File: src/sv/spdf_pkg.sv
// Shared types, constants and helper functions for the scrambled packet deframer.
package spdf_pkg;

	localparam int MaxPayload = 25;
	localparam int QueueDepth = 4;
	localparam int QueuePtrW  = $clog2(QueueDepth);

	localparam logic [15:0] CRC_POLY = 16'h1021;
	localparam logic [15:0] CRC_INIT = 16'hB5D2;

	localparam logic [2:0] ADDR_MIN = 3'd3;
	localparam logic [2:0] ADDR_MAX = 3'd5;
	localparam logic [2:0] ADDR_RST = 3'd5;
	localparam logic [4:0] PAY_MAX  = 5'(MaxPayload);
	localparam logic [4:0] PAY_RST  = 5'd24;
	localparam logic [5:0] CRC_LEN  = 6'd2;

	localparam logic [0:0] REG_ADDRESS_BYTES = 1'b0;
	localparam logic [0:0] REG_PAYLOAD_BYTES = 1'b1;

	typedef enum logic [1:0] {
		SEC_ADDR    = 2'd0,
		SEC_PAYLOAD = 2'd1,
		SEC_CRC     = 2'd2
	} sect_t;

	// One completed raw byte with everything the back end needs to finish it.
	typedef struct packed {
		logic [7:0] raw;
		logic [4:0] idx;
		sect_t      sect;
		logic       last;
		logic [4:0] xi;
	} spdf_entry_t;

	localparam logic [7:0] SCRAMBLE_ROM [0:31] = '{
		8'he3, 8'hb1, 8'h4b, 8'hea, 8'h85, 8'hbc, 8'he5, 8'h66,
		8'h0d, 8'hae, 8'h8c, 8'h88, 8'h12, 8'h69, 8'hee, 8'h1f,
		8'hc7, 8'h62, 8'h97, 8'hd5, 8'h0b, 8'h79, 8'hca, 8'hcc,
		8'h1b, 8'h5d, 8'h19, 8'h10, 8'h24, 8'hd3, 8'hdc, 8'h3f
	};

	localparam int XorLen = 28;
	localparam logic [15:0] XOROUT_ROM [0:XorLen-1] = '{
		16'h0000, 16'h3448, 16'h9BA7, 16'h8BBB, 16'h85E1, 16'h3E8C,
		16'h451E, 16'h18E6, 16'h6B24, 16'hE7AB, 16'h3828, 16'h814B,
		16'hD461, 16'hF494, 16'h2503, 16'h691D, 16'hFE8B, 16'h9BA7,
		16'h8B17, 16'h2920, 16'h8B5F, 16'h61B1, 16'hD391, 16'h7401,
		16'h2138, 16'h129F, 16'hB3A0, 16'h2988
	};

	function automatic logic [15:0] xorout_lookup(input logic [4:0] xi);
		logic [15:0] r;
		r = 16'h0000;
		if (xi < 5'(XorLen)) begin
			r = XOROUT_ROM[xi];
		end
		return r;
	endfunction

	// CRC16-CCITT, MSB first, one byte.
	function automatic logic [15:0] crc_byte(input logic [15:0] crc, input logic [7:0] b);
		logic [15:0] c;
		c = crc ^ {b, 8'h00};
		for (int i = 0; i < 8; i++) begin
			if (c[15]) begin
				c = {c[14:0], 1'b0} ^ CRC_POLY;
			end else begin
				c = {c[14:0], 1'b0};
			end
		end
		return c;
	endfunction

	function automatic logic [7:0] rev8(input logic [7:0] b);
		logic [7:0] r;
		for (int i = 0; i < 8; i++) begin
			r[i] = b[7-i];
		end
		return r;
	endfunction

endpackage

File: src/sv/spdf_front.sv
// Front end: configuration registers, bit packing, packet framing and byte classification.
module spdf_front
	import spdf_pkg::*;
(
	input  logic        clk,
	input  logic        arst_n,
	input  logic        wr_en,
	input  logic [0:0]  wr_index,
	input  logic [4:0]  wr_data,
	input  logic        bit_valid,
	output logic        bit_ready,
	input  logic        data_bit,
	input  logic        sync_flag,
	input  logic        queue_full,
	output logic        push,
	output spdf_entry_t push_entry
);

	logic [2:0] addr_bytes_q;
	logic [4:0] pay_bytes_q;
	logic [7:0] shift_q;
	logic [2:0] bitc_q;
	logic [4:0] bytec_q;
	logic       in_packet_q;

	logic       accept;
	logic       in_pkt;
	logic [7:0] shift_base;
	logic [2:0] bitc_base;
	logic [4:0] idx_base;
	logic [7:0] new_shift;
	logic       byte_done;
	logic [2:0] alen;
	logic [4:0] plen;
	logic [5:0] addr_pay;
	logic [5:0] total;
	logic [5:0] idx_next;
	logic       last;
	sect_t      sect;

	assign bit_ready = !queue_full;
	assign accept    = bit_valid && bit_ready;

	always_comb begin
		in_pkt     = sync_flag || in_packet_q;
		shift_base = sync_flag ? 8'h00 : shift_q;
		bitc_base  = sync_flag ? 3'd0 : bitc_q;
		idx_base   = sync_flag ? 5'd0 : bytec_q;
		new_shift  = shift_base | ({7'd0, data_bit} << (3'd7 - bitc_base));
		byte_done  = in_pkt && (bitc_base == 3'd7);

		if (addr_bytes_q < ADDR_MIN) begin
			alen = ADDR_MIN;
		end else if (addr_bytes_q > ADDR_MAX) begin
			alen = ADDR_MAX;
		end else begin
			alen = addr_bytes_q;
		end
		plen = (pay_bytes_q > PAY_MAX) ? PAY_MAX : pay_bytes_q;

		addr_pay = {3'd0, alen} + {1'b0, plen};
		total    = addr_pay + CRC_LEN;
		idx_next = {1'b0, idx_base} + 6'd1;
		last     = idx_next >= total;

		if ({1'b0, idx_base} < {3'd0, alen}) begin
			sect = SEC_ADDR;
		end else if ({1'b0, idx_base} < addr_pay) begin
			sect = SEC_PAYLOAD;
		end else begin
			sect = SEC_CRC;
		end

		push            = accept && byte_done;
		push_entry.raw  = new_shift;
		push_entry.idx  = idx_base;
		push_entry.sect = sect;
		push_entry.last = last;
		push_entry.xi   = {2'd0, alen} - {2'd0, ADDR_MIN} + plen;
	end

	always_ff @(posedge clk or negedge arst_n) begin
		if (!arst_n) begin
			addr_bytes_q <= ADDR_RST;
			pay_bytes_q  <= PAY_RST;
		end else if (wr_en) begin
			unique case (wr_index)
				REG_ADDRESS_BYTES: addr_bytes_q <= wr_data[2:0];
				REG_PAYLOAD_BYTES: pay_bytes_q  <= wr_data;
				default: ;
			endcase
		end
	end

	always_ff @(posedge clk or negedge arst_n) begin
		if (!arst_n) begin
			shift_q     <= 8'h00;
			bitc_q      <= 3'd0;
			bytec_q     <= 5'd0;
			in_packet_q <= 1'b0;
		end else if (accept && in_pkt) begin
			shift_q     <= byte_done ? 8'h00 : new_shift;
			bitc_q      <= bitc_base + 3'd1;
			bytec_q     <= byte_done ? idx_next[4:0] : idx_base;
			in_packet_q <= !(byte_done && last);
		end
	end

endmodule

File: src/sv/spdf_queue.sv
// Short queue of classified bytes between the front and back ends.
module spdf_queue
	import spdf_pkg::*;
(
	input  logic        clk,
	input  logic        arst_n,
	input  logic        push,
	input  spdf_entry_t push_entry,
	output logic        full,
	input  logic        pop,
	output spdf_entry_t pop_entry,
	output logic        empty
);

	spdf_entry_t            entries_q [0:QueueDepth-1];
	logic [QueuePtrW-1:0]   wr_ptr_q;
	logic [QueuePtrW-1:0]   rd_ptr_q;
	logic [QueuePtrW:0]     count_q;

	assign full      = (count_q == (QueuePtrW+1)'(QueueDepth));
	assign empty     = (count_q == '0);
	assign pop_entry = entries_q[rd_ptr_q];

	always_ff @(posedge clk) begin
		if (push) begin
			entries_q[wr_ptr_q] <= push_entry;
		end
	end

	always_ff @(posedge clk or negedge arst_n) begin
		if (!arst_n) begin
			wr_ptr_q <= '0;
			rd_ptr_q <= '0;
			count_q  <= '0;
		end else begin
			if (push) begin
				wr_ptr_q <= wr_ptr_q + QueuePtrW'(1);
			end
			if (pop) begin
				rd_ptr_q <= rd_ptr_q + QueuePtrW'(1);
			end
			if (push && !pop) begin
				count_q <= count_q + (QueuePtrW+1)'(1);
			end else if (pop && !push) begin
				count_q <= count_q - (QueuePtrW+1)'(1);
			end
		end
	end

endmodule

File: src/sv/spdf_back.sv
// Back end: CRC accumulation, descrambling and the output register.
module spdf_back
	import spdf_pkg::*;
(
	input  logic        clk,
	input  logic        arst_n,
	input  logic        queue_empty,
	input  spdf_entry_t pop_entry,
	output logic        pop,
	output logic        byte_valid,
	input  logic        byte_ready,
	output logic [7:0]  byte_value,
	output logic [1:0]  section,
	output logic [4:0]  byte_index,
	output logic        packet_end,
	output logic [15:0] computed_crc
);

	logic        byte_valid_q;
	logic [7:0]  byte_value_q;
	logic [1:0]  section_q;
	logic [4:0]  byte_index_q;
	logic        packet_end_q;
	logic [15:0] computed_crc_q;
	logic [15:0] crc_q;

	logic [15:0] crc_in;
	logic [15:0] crc_upd;
	logic [15:0] crc_fin;
	logic [7:0]  scr;
	logic [7:0]  value;

	assign pop = !queue_empty && (!byte_valid_q || byte_ready);

	always_comb begin
		// The first byte of a packet starts from the seed value.
		crc_in = (pop_entry.idx == 5'd0) ? CRC_INIT : crc_q;
		scr    = SCRAMBLE_ROM[pop_entry.idx];
		unique case (pop_entry.sect)
			SEC_ADDR: begin
				crc_upd = crc_byte(crc_in, pop_entry.raw);
				value   = pop_entry.raw ^ scr;
			end
			SEC_PAYLOAD: begin
				crc_upd = crc_byte(crc_in, pop_entry.raw);
				value   = rev8(pop_entry.raw ^ scr);
			end
			default: begin
				crc_upd = crc_in;
				value   = pop_entry.raw;
			end
		endcase
		crc_fin = pop_entry.last ? (crc_upd ^ xorout_lookup(pop_entry.xi)) : crc_upd;
	end

	always_ff @(posedge clk or negedge arst_n) begin
		if (!arst_n) begin
			byte_valid_q <= 1'b0;
			crc_q        <= CRC_INIT;
		end else if (pop) begin
			byte_valid_q <= 1'b1;
			crc_q        <= crc_fin;
		end else if (byte_ready) begin
			byte_valid_q <= 1'b0;
		end
	end

	always_ff @(posedge clk) begin
		if (pop) begin
			byte_value_q   <= value;
			section_q      <= pop_entry.sect;
			byte_index_q   <= pop_entry.idx;
			packet_end_q   <= pop_entry.last;
			computed_crc_q <= pop_entry.last ? crc_fin : 16'h0000;
		end
	end

	assign byte_valid   = byte_valid_q;
	assign byte_value   = byte_value_q;
	assign section      = section_q;
	assign byte_index   = byte_index_q;
	assign packet_end   = packet_end_q;
	assign computed_crc = computed_crc_q;

endmodule

File: src/sv/scrambled_packet_deframer_core.sv
// A completed byte passes through the byte queue and then the output register.
// Throughput: one bit per cycle while the byte queue is not full; one result per eight bits at most.
// bit_ready drops only when the four-entry byte queue is full under output backpressure.
// Reset (arst_n low, asynchronous): no packet open, counters cleared, CRC seed loaded,
// address_bytes 5, payload_bytes 24, queue and output register empty.
module scrambled_packet_deframer_core
	import spdf_pkg::*;
(
	input  logic        clk,
	input  logic        arst_n,
	input  logic        wr_en,
	input  logic [0:0]  wr_index,
	input  logic [4:0]  wr_data,
	input  logic        bit_valid,
	output logic        bit_ready,
	input  logic        data_bit,
	input  logic        sync_flag,
	output logic        byte_valid,
	input  logic        byte_ready,
	output logic [7:0]  byte_value,
	output logic [1:0]  section,
	output logic [4:0]  byte_index,
	output logic        packet_end,
	output logic [15:0] computed_crc
);

	logic        push;
	logic        pop;
	logic        queue_full;
	logic        queue_empty;
	spdf_entry_t push_entry;
	spdf_entry_t pop_entry;

	spdf_front u_front (
		.clk        (clk),
		.arst_n     (arst_n),
		.wr_en      (wr_en),
		.wr_index   (wr_index),
		.wr_data    (wr_data),
		.bit_valid  (bit_valid),
		.bit_ready  (bit_ready),
		.data_bit   (data_bit),
		.sync_flag  (sync_flag),
		.queue_full (queue_full),
		.push       (push),
		.push_entry (push_entry)
	);

	spdf_queue u_queue (
		.clk        (clk),
		.arst_n     (arst_n),
		.push       (push),
		.push_entry (push_entry),
		.full       (queue_full),
		.pop        (pop),
		.pop_entry  (pop_entry),
		.empty      (queue_empty)
	);

	spdf_back u_back (
		.clk          (clk),
		.arst_n       (arst_n),
		.queue_empty  (queue_empty),
		.pop_entry    (pop_entry),
		.pop          (pop),
		.byte_valid   (byte_valid),
		.byte_ready   (byte_ready),
		.byte_value   (byte_value),
		.section      (section),
		.byte_index   (byte_index),
		.packet_end   (packet_end),
		.computed_crc (computed_crc)
	);

endmodule

File: config.mk
export PLATFORM = sky130hd
export DESIGN_NAME = scrambled_packet_deframer_core
export DESIGN_NICKNAME = d
export VERILOG_FILES = /design/src/sv/spdf_pkg.sv /design/src/sv/spdf_front.sv /design/src/sv/spdf_queue.sv /design/src/sv/spdf_back.sv /design/src/sv/scrambled_packet_deframer_core.sv
export SDC_FILE = /design/constraint.sdc
export NUM_CORES = 1
export LEC_CHECK = 0
export ABC_AREA = 1
export ABC_CLOCK_PERIOD_IN_PS = 7690
export BUFFER_PORTS_ARGS = -buffer_cell sky130_fd_sc_hd__buf_2
export CAP_MARGIN = 20
export CORE_UTILIZATION = 35
export DETAILED_ROUTE_END_ITERATION = 8
export PLACE_DENSITY_LB_ADDON = 0.2
export REMOVE_ABC_BUFFERS = 1
export SYNTH_ARGS = -nofsm -noshare
export SYNTH_HDL_FRONTEND = slang
export SYNTH_SLANG_ARGS = --single-unit
File: constraint.sdc
create_clock -name clk -period 7.69 [get_ports clk]
set_clock_uncertainty 0.1 [all_clocks]
set_input_delay 1.538 -clock clk [delete_from_list [all_inputs] [get_ports clk]]
set_output_delay 1.538 -clock clk [all_outputs]
set_load 0.03 [all_outputs]
Word-level counts from Yosys, hierarchy flattened
Memories as Yosys holds them, arrays and structs flattened.
Cells that the tools add are included.

operators by class
  add/sub/neg operators = 11
  order comparisons = 9
  equality and inequality tests = 3
  shift operators = 1
  mux-type cells = 54
  bitwise gates (word level) = 22
  reductions and logical operators = 23

operators with widths
  kind                   number
  $mux W16               19
  $mux W13               15
  $not A3 Y3             15
  $mux W8                4
  $pmux W16 S2           1
  $xor A16 B16 Y16       2
  $pmux W8 S2            1
  $mux W3                5
  $mux W5                3
  $ge A6 B6 Y1 const B   2
  $not A5 Y6             2
  $logic_and A1 B1 Y1    8
  $or A8 B8 Y8           1
  $shl A1 B3 Y8          1
  $xor A8 B8 Y8          1
  $add A3 B1 Y3 const B  2
  $add A3 B5 Y6          1
  $add A5 B1 Y6 const B  1
  $add A6 B2 Y6 const B  1
  $eq A3 B3 Y1 const B   2
  $ge A6 B6 Y1           1
  $logic_not A1 Y1       6
  $lt A5 B6 Y1           1
  $add A5 B5 Y5          1
  19 further kinds       27

storage, ports and cells
  register bits = 81
  memory bits (writable) = 84
  memory bits (read-only) = 768
  output and inout port bits = 34
  logic and storage cells = 142
  memories kept = 3

memory list
  name               words  bits a word  read ports  clocked after memory_dff  wr ports  line              RTL
  (name not given)   32     16           1           0                         0         spdf_pkg.sv:56    r = XOROUT_ROM[xi];
  (name not given)   32     8            1           0                         0         spdf_back.sv:38   scr = SCRAMBLE_ROM[pop_entry.idx];
  u_queue.entries_q  4      21           1           0                         1         spdf_queue.sv:15  spdf_entry_t entries_q [0:QueueDepth-1];

Longest topological paths before layout
Gate-level depths: netlist (run 1).
An unclocked memory read counts as a cell.

  depth after elaboration = 30
  gate-level depth with buffers = 24
  gate-level depth less buffers = 20

Modules after synthesis
Synthesis (run 1) repeated with hierarchy kept, for this count alone.

second synthesis, totals
  cells, all modules = 1211
  area, all modules = 10208.5 µm²

modules (own cells, without submodules)
  module      instances  cells an instance  area each (µm²)  seq. area each (µm²)
  spdf_back   1          638                4246.6           1397.6
  spdf_queue  1          293                3887.5           2697.6
  spdf_front  1          280                2074.5           630.6

Worst setup path before layout (run 1)
Ideal clock, no wire load.

  kind = input to register
  from = input port sync_flag
  to = memory u_queue.entries_q[0][0] (netlist bit) (enable)
  arrival time = 3.828 ns
  data required time = 7.191 ns
  setup slack = 3.363 ns
  stages on the path = 9
  path buffers = 1
  path through = clkbuf_1 -> nor2_1 -> ha_1 -> inv_1 -> nor2_1 -> inv_1 -> nor2_1 -> inv_1 -> nor2_1

on the way
  longest elaborated chain between the ends = 6
  elaborated cells between the ends (all ways) = 7
  classes of those cells = eq/ne (1); mux (3); reduce/logical (3)

ends and longest elaborated chain
  item                             line                                  RTL
  start, declared                  scrambled_packet_deframer_core.sv:17  input logic sync_flag,
  $mux W3                          spdf_front.sv:47                      bitc_base = sync_flag ? 3'd0 : bitc_q;
  $eq A3 B3 Y1                     spdf_front.sv:50                      byte_done = in_pkt && (bitc_base == 3'd7);
  $logic_and A1 B1 Y1 *            spdf_front.sv:50
  $logic_and A1 B1 Y1 *            spdf_front.sv:74                      push = accept && byte_done;
  named net push                   scrambled_packet_deframer_core.sv:27  logic push;
  $mux W1 *                        spdf_queue.sv:25                      if (push) begin
  $mux W1 (not written as such) *  spdf_queue.sv:26                      entries_q[wr_ptr_q] <= push_entry;
  end, declared                    spdf_queue.sv:15

The timed path passes the listed nets; every way through them passes the cells marked *.

Final worst setup path (run 1)
  from = input port sync_flag
  to = register u_queue.count_q[2]

on the way
  longest elaborated chain between the ends = 7
  elaborated cells between the ends (all ways) = 10
  classes of those cells = eq/ne (1); mux (2); reduce/logical (7)

ends and longest elaborated chain
  item                                 line                                  RTL
  $mux W3                              spdf_front.sv:47
  $eq A3 B3 Y1                         spdf_front.sv:50
  $logic_and A1 B1 Y1 *                spdf_front.sv:50
  $logic_and A1 B1 Y1 *                spdf_front.sv:74
  named net push                       scrambled_packet_deframer_core.sv:27
  $logic_not A1 Y1                     spdf_queue.sv:44                      end else if (pop && !push) begin
  $logic_and A1 B1 Y1                  spdf_queue.sv:44
  $reduce_bool A2 Y1 (no source line)  n/a
  end signal, assigned                 spdf_queue.sv:43                      count_q <= count_q + (QueuePtrW+1)'(1);
  end signal, assigned                 spdf_queue.sv:45                      count_q <= count_q - (QueuePtrW+1)'(1);
  end, declared                        spdf_queue.sv:18                      logic [QueuePtrW:0] count_q;

Marks and branches as above.
A chain may end at the register's enable or synchronous reset.

==> results of run 1 <==
==> sequential cells by signal (all words and copies together), names as in the netlist, 2 cells and up <==
signal and count:
u_queue.entries_q 84, u_back.computed_crc 16, u_back.crc_q 16, u_back.byte_value 8, u_front.shift_q 8, u_back.byte_index 5
u_front.bytec_q 5, u_front.pay_bytes_q 5, u_front.addr_bytes_q 3, u_front.bitc_q 3, u_queue.count_q 3, u_back.section 2
u_queue.rd_ptr_q 2, u_queue.wr_ptr_q 2
==> cell usage in the layout, fill, tap and decap left out, types with 9 or more instances in the layout <==
| cell type | synthesis | final |
|---|---|---|
| dfrtp_1 | 36 | 36 |
| a21oi_1 | 36 | 36 |
| buf_2 | 8 | 46 |
| xnor2_1 | 9 | 9 |
| dfstp_2 | 13 | 13 |
| clkbuf_16 | 0 | 17 |
| nand3_1 | 94 | 94 |
| xor2_1 | 15 | 15 |
| ha_1 | 45 | 45 |
| o22ai_1 | 11 | 11 |
| o211ai_1 | 16 | 16 |
| nand2_1 | 351 | 351 |
| inv_2 | 12 | 12 |
| inv_1 | 113 | 113 |
| edfxtp_1 | 116 | 116 |
| nand2_2 | 25 | 25 |
| nor2_1 | 77 | 73 |
| o21ai_0 | 67 | 67 |
| o21ai_1 | 12 | 12 |
==> cell families after synthesis <==
logic type | after synthesis | share of synthesized area
AO/OA/AOI/OAI | 167 | 0.101
XOR/XNOR | 24 | 0.0210
adder cells (fa/ha/maj) | 48 | 0.0623
buffers and inverters | 164 | 0.0756
flip-flops | 165 | 0.473
multiplexers | 3 | 0.00313
other | 1 | 0.000375
AND/OR/NAND/NOR | 593 | 0.264
==> layer usage <==
metal / track usage / routed length (µm) / vias up
met2: 0.286 / 11400 / 167
met5: 0 / 0 / -
met3: 0.0287 / 944 / 17
li1: - / - / 3938
met4: 0.0435 / 275 / 0
met1: 0.238 / 11400 / 3599
==> stage by stage <==
step,setup slack (ns),hold slack (ns),area [µm²],utilization,cells
floorplan,1.66,0.347,9750,-,1132
global placement,2.96,0.355,10500,0.377,1564
detailed placement,2.84,0.361,10500,0.377,1564
CTS,3.30,0.373,11100,0.398,1596
global route,3.40,0.379,11100,0.399,1597
finish,3.72,0.371,11100,0.399,1597
==> final timing paths <==
kind / to / slack, ns / cells after the start
max: u_queue.count_q[2]$_DFFE_PN0P_ / 3.72 / 14
min: u_back.crc_q[6]$_DFFE_PN1P_ / 0.37 / 2
max reg2reg: u_queue.entries_q[2][7]$_DFFE_PP_ / 3.94 / 15
min reg2reg: u_back.crc_q[6]$_DFFE_PN1P_ / 0.37 / 2
max in group asynchronous: u_front.bytec_q[2]$_DFFE_PN0P_ / 5.87 / 2
min in group asynchronous: u_back.crc_q[0]$_DFFE_PN0P_ / 1.13 / 2
==> tightest hold or removal path, cell delays in order (launching register included) <==
cell	delay [ns]
dfstp_2	0.37
nand2_1	0.05
nand2_1	0.05
==> layout make-up <==
type | instances | area [µm²]
clock buffers | 17 | 425
flip-flops and latches | 165 | 4730
multi-input cells | 836 | 4540
clock inverters | 15 | 159
inverters | 131 | 512
repair buffers | 55 | 305
well taps | 378 | 473
fillers | 2829 | 16800
==> qor_table.md, run 1 <==
| Group | Item | Reported |
|:---|:---|:---|
| sta | Setup TNS Final | 0 ns |
| floorplanning | Width of the die | 171 µm |
| floorplanning | Top Ports | 47 |
| cts | Resized Gates After CTS | 0 |
| worst setup path | CP required | 7.91 ns |
| grt | Global-route congestion overflow total | 0 |
| cells and area | Diode count | 0 |
| cells and area | Proportion of layout cells with a drive suffix above 1 | 0.155 |
| synthesis | Post-synth top cells | 351 x nand2_1, 116 x edfxtp_1, 113 x inv_1, 94 x nand3_1, 77 x nor2_1 |
| synthesis | Number of flops mapped to enable cells by yosys | 116 |
| status | Outcome | completed |
| cells and area | Area growth syn-to-layout | 11.4% |
| worst setup path | Kind of critical path | in -> reg |
| cts | Clk buf depth | 2 |
| worst setup path | Crit path buf inv count | 4 |
| floorplanning | Full die area | 0.0292 mm² |
| worst setup path | Series of cell instances along the critical path | buf_2 > nor2_1 > ha_1 > ha_1 > inv_1 > nor2_1 > inv_1 > nor2_1 > ha_1 > inv_1 > fa_1 > a21oi_1 > o21ai_0 > xor2_1 |
| synthesis | Flip-flop cell with the highest count after synthesis | edfxtp_1 |
| synthesis | Total standard cell area after synthesis | 0.0100 mm² |
| synthesis | Share of synthesized registers carrying an async set or reset | 0.297 |
| cts | Post-cts hold buffer count | 0 |
| sta | Transition time of the tightest slew-check pin | 1.00 ns |
| synthesis | Count of synthesis-stage warnings from yosys | 0 |
| sta | Tightest slew margin relative to the limit | 0.331 |
| synthesis | Portion of synthesized cell area occupied by the leading cell type | 0.348 |
| floorplanning | Die boundary height | 171 µm |
| cts | Clk_lat worst skew | 0.44 ns |
| synthesis | Flip-flop and latch count after synthesis | 165 |
| worst setup path | Worst Path Arrival | 4.19 ns |
| worst setup path | Element type at the critical path start | input pin |
| worst setup path | Maximum cell stage delay along the critical path | 0.39 ns |
| grt | Wire length of the first global-routing pass | 38.7 mm |
| worst setup path | Largest delay contributor family on the critical path | adder cells |
| placement | Estimated wirelength of the detail-placed design | 16.8 mm |
| synthesis | Count leader, synth | nand2_1 |
| sta | Max-slew violation total from the final report | 0 |
| synthesis | Count of different cell masters after synthesis | 58 |
| grt | Number of antenna violations at the first check in global routing | 0 |
| floorplanning | Effective utilization at floorplan | 0.358 |
| worst setup path | Launching point of the worst reg2reg path | u_front.addr_bytes_q[2]$_DFFE_PN1P_ |
| worst hold path | HP Class | reg -> reg |
| worst setup path | CP max stage cell | nor2_1 |
| floorplanning | Core Box Area | 0.0279 mm² |
| cts | Clock-pin slew on the worst setup and hold paths | 0.07 ns |
| run | MaxCap Viol Count | 0 |
| cts | CTS root buf | clkbuf_16 |
| drt | Vias/cell | 4.83 |
| drt | Final routed wire length divided by cell count | 15.0 µm |
| synthesis | Average footprint of a synthesized cell | 8.58 µm² |
| worst setup path | CP max FO | 15 |
| synthesis | Top area cells in the synthesized netlist | edfxtp_1 35%, nand2_1 13%, dfrtp_1 9.0% |
| sta | Hold Violations, Final | 0 |
| worst setup path | Crit path from | sync_flag |
| cts | CTS tree | built |
| cts | Number of clock sinks | 165 |
| grt | Overall global routing resource usage | 0.174 |
| sta | Crit share post-route | 0.516 |
| worst setup path | Kind of end point of the critical path | register |
| cts | Post-CTS setup-driven buffer insertion count | 0 |
| drt | TritonRoute pass-1 iters | 5 |
| drt | Antenna-violating nets left | 0 |
| drt | Vias after detailed routing | 7721 |
| grt | Via count of the first global-routing pass | 7226 |
| cells and area | Count of nets after finishing | 1267 |
| placement | GPL Wtd Cong | 0.905 |
| sta | Total of endpoints with negative setup slack in the final report | 0 |
| drt | Drt initial violations | 559 |
| worst hold path | Worst Min Path Start | u_back.crc_q[6]$_DFFE_PN1P_ |
| synthesis | Synth area leader | edfxtp_1 |
| placement | Count of input and output buffers | 46 |
| sta | Fmax | 252 MHz |
| synthesis | Post-Syn Instances | 1165 |
| drt | Count of unresolved DRC violations after routing | 0 |
| cts | TritonCTS Buffers | 17 |
| synthesis | Sequential fraction of the synthesis area | 0.473 |
| sta | Setup repair after global routing missed its margin | false |
| sta | Post-layout minimum cycle time | 3.97 ns |
| floorplanning | Cell row count | 61 |
| drt | Total detailed-routing wirelength | 24.0 mm |
| grt | Pin count of the biggest net entering global routing | 50 |
| cts | Maximum level of the CTS H-tree | 4 |
Power of run 1 is not shown: default switching activity piles up to over one toggle a cycle in this logic, so the estimate is an artifact.
==> run 2: changes to the inputs <==
--- a/config.mk
+++ b/config.mk
@@ -6,7 +6,7 @@
 export NUM_CORES = 1
 export LEC_CHECK = 0
 export ABC_AREA = 1
-export ABC_CLOCK_PERIOD_IN_PS = 7690
+export ABC_CLOCK_PERIOD_IN_PS = 3200
 export BUFFER_PORTS_ARGS = -buffer_cell sky130_fd_sc_hd__buf_2
 export CAP_MARGIN = 20
 export CORE_UTILIZATION = 35
==> constraint.sdc (replaced) <==
create_clock -name clk -period 3.2 [get_ports clk]
set_clock_uncertainty 0.1 [all_clocks]
set_input_delay 0.64 -clock clk [delete_from_list [all_inputs] [get_ports clk]]
set_output_delay 0.64 -clock clk [all_outputs]
set_load 0.03 [all_outputs]
==> qor_table.md, run 2 (synthesis results as in run 1) <==
| Group | Item | Reported |
|:---|:---|:---|
| cts | Post-cts hold buffer count | 0 |
| sta | Hold Violations, Final | 0 |
| drt | Final routed wire length divided by cell count | 15.1 µm |
| cts | Clock-pin slew on the worst setup and hold paths | 0.07 ns |
| floorplanning | Full die area | 0.0292 mm² |
| cells and area | Fill cell total of the finished layout | 2839 |
| sta | Fmax | 323 MHz |
| sta | Transition time of the tightest slew-check pin | 0.771 ns |
| sta | Setup repair after global routing missed its margin | true |
| worst setup path | Kind of critical path | reg -> reg |
| cells and area | Diode count | 0 |
| worst setup path | Number of cells on the worst reg-to-reg path | 14 |
| status | Outcome | completed |
| worst setup path | CP max stage cell | fa_2 |
| worst setup path | Element type at the critical path start | register |
| floorplanning | Core Box Area | 0.0279 mm² |
| cells and area | Area growth syn-to-layout | 16.0% |
| grt | Number of antenna violations at the first check in global routing | 0 |
| sta | Total of endpoints with negative setup slack in the final report | 0 |
| worst setup path | Series of cell instances along the critical path | nand2_4 > o21bai_4 > ha_2 > inv_2 > fa_2 > inv_4 > ha_4 > inv_4 > ha_4 > o21a_1 > o21a_1 > o21a_1 > o21ai_2 > nand2_2 |
| grt | Pin count of the biggest net entering global routing | 50 |
| drt | TritonRoute pass-1 iters | 6 |
| cts | Number of clock sinks | 165 |
| placement | Estimated wirelength of the detail-placed design | 17.4 mm |
| sta | Crit share post-route | 0.969 |
| drt | Vias after detailed routing | 7839 |
| cts | Clk buf depth | 2 |
| floorplanning | Cell row count | 61 |
| floorplanning | Die boundary height | 171 µm |
| cts | CTS tree | built |
| drt | Met2 wire len | 11.8 mm |
| cts | CTS root buf | clkbuf_16 |
| floorplanning | Width of the die | 171 µm |
| grt | Global-route congestion overflow total | 0 |
| sta | Max-slew violation total from the final report | 0 |
| cts | Clk_lat worst skew | 0.44 ns |
| cells and area | Most common cell after layout, fill and taps aside | nand2_1 |
| sta | Setup slack of the critical path after layout | 0.0994 ns |
| placement | Pre-CTS setup slack | -0.0816 ns |
| drt | Highest routed layer | met4 |
| sta | Tightest slew margin relative to the limit | 0.486 |
| grt | Overall global routing resource usage | 0.179 |
| drt | Antenna-violating nets left | 0 |
| worst setup path | Crit path top cell by count | o21a_1 |
| placement | Count of input and output buffers | 46 |
| worst setup path | Kind of end point of the critical path | register |
| drt | Vias/cell | 4.78 |
| placement | GPL Wtd Cong | 0.872 |
| cts | Maximum level of the CTS H-tree | 4 |
| grt | Wire length of the first global-routing pass | 39.6 mm |
| run | MaxCap Viol Count | 0 |
| cells and area | Proportion of layout cells with a drive suffix above 1 | 0.201 |
| worst setup path | CP required | 3.28 ns |
| drt | Routed met3 length | 1.08 mm |
| drt | Routed length on met1 | 11.6 mm |
| drt | Drt initial violations | 589 |
| worst setup path | CP max FO | 5 |
| cells and area | Final core utilization | 0.415 |
| cells and area | Register with the most flip-flops | u_queue.entries_q |
| drt | Count of unresolved DRC violations after routing | 0 |
| cells and area | Final cell count without fillers | 1640 |
| cells and area | Count of nets after finishing | 1310 |
| cells and area | Highest-count cells in the layout ignoring fill and taps | 348 x nand2_1, 116 x edfxtp_1, 108 x inv_1, 94 x nand3_1, 72 x nor2_1 |
| worst setup path | Maximum cell stage delay along the critical path | 0.56 ns |
| floorplanning | Top Ports | 47 |
| sta | Post-layout minimum cycle time | 3.10 ns |
| grt | Via count of the first global-routing pass | 7488 |
| cells and area | Flip-flop count of the largest register after layout | 84 |
| drt | Total detailed-routing wirelength | 24.7 mm |
| worst hold path | HP Class | in -> async |
| placement | Number of placed instances with taps included | 1603 |
| sta | Minimum hold slack | 0.254 ns |
| cts | TritonCTS Buffers | 17 |
| floorplanning | Effective utilization at floorplan | 0.358 |
| worst setup path | Worst Path Arrival | 3.18 ns |
## run 2: metal layers
metal,vias to the layer above,GRT usage
met3,16,0.0317
met4,0,0.0454
met5,-,0
met2,154,0.302
li1,4024,-
met1,3645,0.236
## run 2: worst max-delay path: cells and delay by family, from the launching register on
kind                     cells  cell delay (ns)
adder cells (fa/ha/maj)      4             1.21
AO/OA/AOI/OAI                5             0.69
flip-flops                   1             0.55
AND/OR/NAND/NOR              2             0.16
buffers and inverters        3             0.12
## run 2: final timing paths
path,slack [ns],startpoint,end
max in group asynchronous,2.20,arst_n,u_queue.rd_ptr_q[0]$_DFFE_PN0P_
worst min-delay path,0.25,arst_n,u_back.crc_q[14]$_DFFE_PN0P_
worst min register to register,0.37,u_back.crc_q[7]$_DFFE_PN1P_,u_back.crc_q[7]$_DFFE_PN1P_
min in group clk,0.31,byte_ready,u_back.byte_valid$_DFFE_PN0P_
worst max register to register,0.1,u_front.pay_bytes_q[3]$_DFFE_PN1P_,u_queue.entries_q[2][5]$_DFFE_PP_
worst max-delay path,0.1,u_front.pay_bytes_q[3]$_DFFE_PN1P_,u_queue.entries_q[2][5]$_DFFE_PP_
## run 2: final cells by class
type                    instances  area (µm²)  share of cell area
clock buffers                  18         429              0.0370
clock inverters                14         136              0.0118
inverters                     131         517              0.0446
multi-input cells             836        4640               0.400
flip-flops and latches        165        4730               0.408
well taps                     378         473              0.0408
repair buffers                 98         671              0.0578
## run 2: stage by stage
step / TNS, ns / instance area, µm²
after floorplan: -43.41 / 9750
after global placement: -0.175 / 10900
after detailed placement: -0.355 / 10900
after CTS: -0.170 / 11500
after global routing: -0.142 / 11600
final: 0 / 11600
## run 2: timing repair
item	4_1_cts	5_1_grt
setup buffers	3	2
gates resized for setup	13	17
gates cloned	0	0
pin swaps	10	13
endpoints found under the setup margin	5	14
Power of run 2 is left out for the same reason.
